File: config.mk
export PLATFORM = sky130hd
export DESIGN_NAME = fifo_fair_mutex
export DESIGN_NICKNAME = d
export VERILOG_FILES = /design/src/hw/rtl/ffm_pkg.sv /design/src/hw/rtl/fifo_fair_mutex.sv /design/src/hw/rtl/ffm_queue.sv
export SDC_FILE = /design/constraint.sdc
export NUM_CORES = 1
export LEC_CHECK = 0
export ABC_AREA = 1
export BUFFER_PORTS_ARGS = -buffer_cell sky130_fd_sc_hd__buf_4
export CORE_ASPECT_RATIO = 0.9
export CORE_MARGIN = 2
export CORE_UTILIZATION = 48
export CTS_BUF_LIST = sky130_fd_sc_hd__clkbuf_4 sky130_fd_sc_hd__clkbuf_8
export DETAILED_ROUTE_END_ITERATION = 8
export PLACE_DENSITY = 0.66
export SLEW_MARGIN = 10
export SYNTH_ARGS = -nofsm -noshare
export SYNTH_HDL_FRONTEND = slang
export SYNTH_SLANG_ARGS = --single-unit
File: constraint.sdc
create_clock -name i_clk -period 3.4 [get_ports i_clk]
set_clock_uncertainty 0.2 [all_clocks]
set_input_delay 0.68 -clock i_clk [delete_from_list [all_inputs] [get_ports i_clk]]
set_output_delay 0.68 -clock i_clk [all_outputs]
set_load 0.005 [all_outputs]
File: src/hw/rtl/ffm_pkg.sv
`timescale 1ns / 1ps
// Package for the fair arrival-order mutex: sizes, action and status codes,
// and the structs between the top level and the wait queue. No dependencies.

package ffm_pkg;

    // Sizes of the stored state
    localparam int QUEUE_DEPTH = 64;
    localparam int ID_W        = 16;
    localparam int PTR_W       = (QUEUE_DEPTH > 1) ? $clog2(QUEUE_DEPTH) : 1;
    localparam int FILL_W      = $clog2(QUEUE_DEPTH + 1);

    // Fixed widths of the item fields at the ports
    localparam int ACTION_W = 2;
    localparam int REQ_ID_W = 16;
    localparam int STATUS_W = 3;
    localparam int OWNER_W  = 16;
    localparam int COUNT_W  = 7;

    typedef enum logic [ACTION_W-1:0] {
        ACT_ACQUIRE = 2'd0,
        ACT_RELEASE = 2'd1,
        ACT_QUERY   = 2'd2
    } t_action;

    typedef enum logic [STATUS_W-1:0] {
        ST_GRANTED = 3'd0,
        ST_QUEUED  = 3'd1,
        ST_FREED   = 3'd2,
        ST_HANDED  = 3'd3,
        ST_QUERY   = 3'd4,
        ST_FULL    = 3'd5
    } t_status;

    // Requests from the lock logic to the wait queue
    typedef struct packed {
        logic            push;
        logic            pop;
        logic [ID_W-1:0] data;
    } t_q_cmd;

    // What the wait queue reports back
    typedef struct packed {
        logic [FILL_W-1:0] fill;
        logic [FILL_W-1:0] n_fill;
        logic [ID_W-1:0]   head_data;
    } t_q_stat;

endpackage

File: src/hw/rtl/fifo_fair_mutex.sv
`timescale 1ns / 1ps
// Fair mutex: grants the lock strictly in arrival order.
// Depends on ffm_pkg and ffm_queue.
//
// Usage: drive i_action and i_requester_id and raise start; the item is
// taken at the rising edge where start is high and busy is low. busy is
// always low, so an item may be issued in every cycle.
// Each item gives one result, shown on o_status, o_owner_id, o_is_locked,
// o_is_holder and o_waiting_count for exactly one cycle while o_done is high.
// An item taken with start is held in the input registers (r_in_vld,
// r_action, r_id), decided against the lock state and the wait queue,
// and its result is held in the output registers while o_done is high.
// Throughput is one item per cycle: each item touches only the lock registers
// and one end of the wait queue, whose head entry is read ahead from the queue memory.
// Reset (synchronous, active low) frees the lock, clears the owner and
// empties the queue; queue memory contents are not cleared.
// The receiver cannot stall: every result is taken in the cycle it is shown.

module fifo_fair_mutex (
    input  logic                           i_clk,
    input  logic                           i_rst_n,
    input  logic                           start,
    output logic                           busy,
    input  logic [ffm_pkg::ACTION_W-1:0]   i_action,
    input  logic [ffm_pkg::REQ_ID_W-1:0]   i_requester_id,
    output logic                           o_done,
    output logic [ffm_pkg::STATUS_W-1:0]   o_status,
    output logic [ffm_pkg::OWNER_W-1:0]    o_owner_id,
    output logic                           o_is_locked,
    output logic                           o_is_holder,
    output logic [ffm_pkg::COUNT_W-1:0]    o_waiting_count
);

    localparam logic [ffm_pkg::FILL_W-1:0] FullFill = ffm_pkg::FILL_W'(ffm_pkg::QUEUE_DEPTH);

    logic                       r_in_vld;
    logic [ffm_pkg::ACTION_W-1:0] r_action;
    logic [ffm_pkg::ID_W-1:0]   r_id;
    logic                       r_lock, n_lock;
    logic [ffm_pkg::ID_W-1:0]   r_owner, n_owner;
    ffm_pkg::t_status           n_status;
    logic                       n_holder;
    ffm_pkg::t_q_cmd            q_cmd;
    ffm_pkg::t_q_stat           q_stat;

    assign busy = 1'b0;

    // Register the incoming item
    always_ff @(posedge i_clk) begin
        if (!i_rst_n) begin
            r_in_vld <= 1'b0;
        end else begin
            r_in_vld <= start && !busy;
        end
    end

    always_ff @(posedge i_clk) begin
        if (start && !busy) begin
            r_action <= i_action;
            r_id     <= ffm_pkg::ID_W'(i_requester_id);
        end
    end

    // Decide the action against the lock state and the queue
    always_comb begin
        n_lock     = r_lock;
        n_owner    = r_owner;
        n_status   = ffm_pkg::ST_QUERY;
        n_holder   = 1'b0;
        q_cmd.push = 1'b0;
        q_cmd.pop  = 1'b0;
        q_cmd.data = r_id;
        if (r_in_vld) begin
            case (r_action)
                ffm_pkg::ACT_ACQUIRE: begin
                    if (!r_lock && (q_stat.fill == '0)) begin
                        n_lock   = 1'b1;
                        n_owner  = r_id;
                        n_status = ffm_pkg::ST_GRANTED;
                    end else if (q_stat.fill < FullFill) begin
                        q_cmd.push = 1'b1;
                        n_status   = ffm_pkg::ST_QUEUED;
                    end else begin
                        n_status = ffm_pkg::ST_FULL;
                    end
                end
                ffm_pkg::ACT_RELEASE: begin
                    if (q_stat.fill != '0) begin
                        q_cmd.pop = 1'b1;
                        n_lock    = 1'b1;
                        n_owner   = q_stat.head_data;
                        n_status  = ffm_pkg::ST_HANDED;
                    end else begin
                        n_lock   = 1'b0;
                        n_owner  = '0;
                        n_status = ffm_pkg::ST_FREED;
                    end
                end
                default: begin
                    // query, and the unused code treated as one
                    n_holder = r_lock && (r_owner == r_id);
                    n_status = ffm_pkg::ST_QUERY;
                end
            endcase
        end
    end

    always_ff @(posedge i_clk) begin
        if (!i_rst_n) begin
            r_lock  <= 1'b0;
            r_owner <= '0;
        end else begin
            r_lock  <= n_lock;
            r_owner <= n_owner;
        end
    end

    ffm_queue u_queue (
        .i_clk   (i_clk),
        .i_rst_n (i_rst_n),
        .i_cmd   (q_cmd),
        .o_stat  (q_stat)
    );

    // Register the result
    always_ff @(posedge i_clk) begin
        if (!i_rst_n) begin
            o_done <= 1'b0;
        end else begin
            o_done <= r_in_vld;
        end
    end

    always_ff @(posedge i_clk) begin
        if (r_in_vld) begin
            o_status        <= n_status;
            o_owner_id      <= n_lock ? ffm_pkg::OWNER_W'(n_owner) : '0;
            o_is_locked     <= n_lock;
            o_is_holder     <= n_holder;
            o_waiting_count <= ffm_pkg::COUNT_W'(q_stat.n_fill);
        end
    end

    // Checks
    a_result_latency: assert property (@(posedge i_clk) disable iff (!i_rst_n)
        (start && !busy) |-> ##2 o_done)
        else $error("item did not give a result two cycles after it was taken");

    a_handed_locked: assert property (@(posedge i_clk) disable iff (!i_rst_n)
        (o_done && (o_status == ffm_pkg::ST_HANDED)) |-> o_is_locked)
        else $error("handover left the lock free");

    a_grant_empty: assert property (@(posedge i_clk) disable iff (!i_rst_n)
        (o_done && (o_status == ffm_pkg::ST_GRANTED)) |-> (o_waiting_count == '0))
        else $error("grant given past waiting requesters");

    a_freed_no_owner: assert property (@(posedge i_clk) disable iff (!i_rst_n)
        (o_done && (o_status == ffm_pkg::ST_FREED)) |-> (!o_is_locked && (o_owner_id == '0)))
        else $error("free reported while lock still held");

endmodule

File: src/hw/rtl/ffm_queue.sv
`timescale 1ns / 1ps
// Circular wait queue of requester ids with a registered head read.
// Depends on ffm_pkg for sizes and the command and status structs.

module ffm_queue (
    input  logic           i_clk,
    input  logic           i_rst_n,
    input  ffm_pkg::t_q_cmd  i_cmd,
    output ffm_pkg::t_q_stat o_stat
);

    localparam logic [ffm_pkg::PTR_W-1:0] LastSlot = ffm_pkg::PTR_W'(ffm_pkg::QUEUE_DEPTH - 1);

    logic [ffm_pkg::ID_W-1:0]   r_mem [ffm_pkg::QUEUE_DEPTH];
    logic [ffm_pkg::PTR_W-1:0]  r_head, n_head;
    logic [ffm_pkg::PTR_W-1:0]  r_tail, n_tail;
    logic [ffm_pkg::FILL_W-1:0] r_fill, n_fill;
    logic [ffm_pkg::ID_W-1:0]   r_head_data;

    // Advance the pointers and the fill count
    always_comb begin
        n_head = r_head;
        n_tail = r_tail;
        n_fill = r_fill;
        if (i_cmd.push) begin
            n_tail = (r_tail == LastSlot) ? '0 : r_tail + 1'b1;
            n_fill = r_fill + 1'b1;
        end
        if (i_cmd.pop) begin
            n_head = (r_head == LastSlot) ? '0 : r_head + 1'b1;
            n_fill = r_fill - 1'b1;
        end
    end

    always_ff @(posedge i_clk) begin
        if (!i_rst_n) begin
            r_head <= '0;
            r_tail <= '0;
            r_fill <= '0;
        end else begin
            r_head <= n_head;
            r_tail <= n_tail;
            r_fill <= n_fill;
        end
    end

    // Write at the tail; read ahead at the next head, forwarding a write to the same slot
    always_ff @(posedge i_clk) begin
        if (i_cmd.push) begin
            r_mem[r_tail] <= i_cmd.data;
        end
        if (i_cmd.push && (r_tail == n_head)) begin
            r_head_data <= i_cmd.data;
        end else begin
            r_head_data <= r_mem[n_head];
        end
    end

    assign o_stat.fill      = r_fill;
    assign o_stat.n_fill    = n_fill;
    assign o_stat.head_data = r_head_data;

    // Checks
    a_no_overflow: assert property (@(posedge i_clk) disable iff (!i_rst_n)
        i_cmd.push |-> (r_fill < ffm_pkg::FILL_W'(ffm_pkg::QUEUE_DEPTH)))
        else $error("push into a full wait queue");

    a_no_underflow: assert property (@(posedge i_clk) disable iff (!i_rst_n)
        i_cmd.pop |-> (r_fill != '0))
        else $error("pop from an empty wait queue");

    a_not_both: assert property (@(posedge i_clk) disable iff (!i_rst_n)
        !(i_cmd.push && i_cmd.pop))
        else $error("push and pop in the same cycle");

endmodule
==> key figures <==
Floorplanning
  • Initial core utilization: 0.483
  • Horiz. Die Dim: 329 um
  • Boundary Pins: 51
  • Die area: 97700 um2
  • Row cnt: between 100 and 150
  • Core Area: 94500 um2
  • Die height: 297 um

CTS
  • # Post-CTS Setup Buffers: 0
  • Root Driver: clkbuf_8
  • CTS Buffer Depth: 3
  • Worst-skew pair later-pin latency: between 0.8 and 0.9 ns
  • Clock Sinks: 1114
  • CTS tree: done
  • H-tree level count: 4
  • Number of buffers created by CTS: 175
  • Clock slew at reported path FFs: 0.06 ns

Routing
  • DRT Pass-1 Iters: 6
  • Met2 WL: 55700 um
  • Vias per inst: about 5.6
  • Metal3 WL: 11300 um
  • Wire length per cell: approximately 22 um
  • Post-route ant nets: 0
  • Iteration-0 DRC Markers: 3623
  • Routed via count: slightly above 30000
  • Routed metal-1 wirelength: 52000 um
  • WL final: 123000 um
  • DR top layer: met4
  • DRC Markers: 0

Timing
  • Fin crit share: 0.900
  • Worst slew pin tran: between 1 and 1.5 ns
  • RSZ-0062 raised after global routing: no
  • Achievable Freq: 327 MHz
  • TNS Setup: 0 ns
  • WHS: 0.316 ns
  • Relative slew slack: 0.258
  • Slew Viols, Final: 0
  • Final hold viol count: 0
  • Final setup fails: 0
  • Final worst path period need: ~3 ns

GRT
  • Gr ovfl total: 0
  • First-pass GRT wire length: roughly 180000 um
  • Largest net degree at the start of global routing: 134
  • Initial antenna violation count: 3
  • Vias in the first global route: 29599
  • GR Util All Layers: 0.250

Power
  • Max VDD drop: 0.000389 V
  • Pwr dens: 521 nW/um2
  • Static Leak: about 19 nW

Final layout
  • Area occupied by registers: 33000 um2
  • Area Overhead vs Synth: 12.5%
  • Final net count: 4157
  • Fillers: about 8000
  • Fraction of layout cells with a size suffix above 1: 0.122
  • Multi-input logic area: 11000 um2
  • Finished Cell Area: just over 50000 um2

Synth
  • YS warnings: 0
  • Yosys cell types: 39
  • Predominant post-synthesis flop cell: edfxtp_1
  • Synthesized Nets: 3979
  • Post-synth EDFFs: approximately 1100
  • Syn Std Cell Area: 45700 um2
  • Synth Register Bits: 1114
  • Mapped Cells: 3953
  • Seq/Total Area, Yosys: 0.722
  • Average size of a mapped cell: between 10 and 15 um2
  • Asr flop ratio synth: 0

Placed design
  • Port Buffer Count: 49
  • Placer Congestion: 0.921
  • Post-DP HPWL: 69400 um
  • Area after DPL: roughly 48000 um2

Worst setup path
  • CP Data Required Time: 3.72 ns
  • Kind of start point of the critical path: flop
  • Worst r2r dst: o_owner_id[3]$_SDFFCE_PN0P_
  • Crit path DAT: 3.38 ns
  • Setup CP Type: reg -> reg
  • Critical path endpoint category: flop
  • FF-to-FF setup slack: 0.34 ns
  • Worst Reg-to-Reg Cells: 15
  • Crit Path Max Fanout: 81

Outcome
  • Status: complete, no violations

Min path
  • Hold Path Class: reg -> reg
  • Hold Path Depth: 1
  • Hold_sp: u_queue.r_head[2]$_SDFF_PN0_

Job
  • # Max-Cap Violations: 0
==> state kept, by name, summed over array words and instances, names as in the netlist, 2 cells and up, named ones only <==
signal,count
r_id,16
o_owner_id,16
o_status,3
r_owner,16
o_waiting_count,7
u_queue.r_fill,7
u_queue.r_mem,1024
u_queue.r_tail,6
r_action,2
u_queue.r_head,6
==> metal layers <==
layer  GRT usage  up-vias
li1            -    14159
met1       0.365    15100
met2       0.377     1509
met3      0.0506      223
met4      0.0824        0
met5           0        -
==> power breakdown <==
group          leakage (nW)  switching (mW)  internal, mW
Sequential             10.0          0.0513          15.2
Clock                  1.75            5.11          5.68
Combinational          7.01           0.602         0.164
Total                  18.8            5.76          21.0
==> cell usage after synthesis (3+ instances only) <==
cell type	instances	area (um2)
a21oi_1	20	100
nand2_1	1426	5350
a221oi_1	3	26.3
ha_1	5	62.6
inv_1	62	233
o22ai_1	17	106
nand4_1	5	31.3
nor2_1	111	417
clkbuf_1	32	120
nand3_1	879	4400
buf_1	20	75.1
nor2_4	3	33.8
dfxtp_1	44	881
buf_6	18	203
nor4_1	4	25.0
nor3_1	6	30.0
buf_4	72	541
o21ai_0	13	65.1
buf_2	96	480
edfxtp_1	1070	32100
inv_2	10	37.5
xor2_1	12	105
nand3_2	4	40.0
==> area by class of cell <==
| type | instances | area share |
|---|---|---|
| antenna | 3 | 0.000146 |
| clock buffer | 252 | 0.0586 |
| clock inverter | 56 | 0.00536 |
| inverter | 73 | 0.00584 |
| multi-input combinational | 2527 | 0.214 |
| sequential | 1114 | 0.643 |
| tap | 1253 | 0.0305 |
| timing repair buffer | 240 | 0.0434 |
==> critical path, cell delays in order (launching register included) <==
cell	delay, ns
dfxtp_4	0.57
inv_16	0.19
buf_12	0.26
buf_4	0.18
nand2_1	0.06
nand3_1	0.06
nand3_1	0.09
nand2_1	0.08
nand2_1	0.08
nand3_1	0.13
nand3_1	0.34
nand2_1	0.11
nand2_1	0.10
nand2_1	0.06
nand2_1	0.11
nor2_1	0.06
==> worst max path at each step <==
stage | end | slack (ns) | cells after the start
2_1_floorplan | u_queue.r_mem[15][0]$_DFFE_PP_ | 0.03 | 4
3_3_place_gp | u_queue.r_mem[42][8]$_DFFE_PP_ | 0.42 | 10
3_5_place_dp | u_queue.r_mem[42][11]$_DFFE_PP_ | 0.38 | 10
4_1_cts | u_queue.r_mem[10][13]$_DFFE_PP_ | 0.39 | 10
5_1_grt | u_queue.r_mem[2][13]$_DFFE_PP_ | 0.23 | 10
6_report | o_owner_id[3]$_SDFFCE_PN0P_ | 0.34 | 15
==> logic make-up (layout without fill, tap and decap cells) <==
group,Yosys count,after routing,share of synthesized area
compound gates,59,59,0.00791
xor+xnor,13,13,0.00249
fa+ha+maj,5,5,0.00137
buf+inv,312,621,0.0375
flops,1114,1114,0.722
other cells,1,4,0.0000821
simple gates,2449,2449,0.228
==> layout by cell type (no fill, tap or decap), types with 13 or more instances in the layout <==
| master | synthesis | final |
|---|---|---|
| a21oi_1 | 20 | 20 |
| buf_12 | 0 | 30 |
| buf_4 | 72 | 189 |
| clkbuf_4 | 0 | 73 |
| clkbuf_8 | 0 | 179 |
| clkinv_1 | 0 | 40 |
| dfxtp_1 | 44 | 40 |
| dlygate4sd3_1 | 0 | 21 |
| edfxtp_1 | 1070 | 1070 |
| inv_1 | 62 | 61 |
| nand2_1 | 1426 | 1426 |
| nand3_1 | 879 | 879 |
| nor2_1 | 111 | 111 |
| o21ai_0 | 13 | 13 |
| o22ai_1 | 17 | 17 |
==> stage by stage <==
stage | power (mW) | utilization | instances | setup WS [ns]
3_3_place_gp | 16.2 | 0.507 | 5186 | 0.416
5_1_grt | 27.6 | 0.544 | 5516 | 0.227
3_5_place_dp | 16.3 | 0.507 | 5186 | 0.380
4_1_cts | 26.9 | 0.544 | 5515 | 0.387
6_report | 26.8 | 0.544 | 5518 | 0.340
2_1_floorplan | 15.9 | - | 3953 | 0.0272
==> repair_timing <==
item / in CTS / in global routing
gates resized for setup: 0 / 0
hold buffers: 21 / 0
endpoints found under the hold margin: 35 / 0
Note: power is estimated with default switching activity, not from simulation.
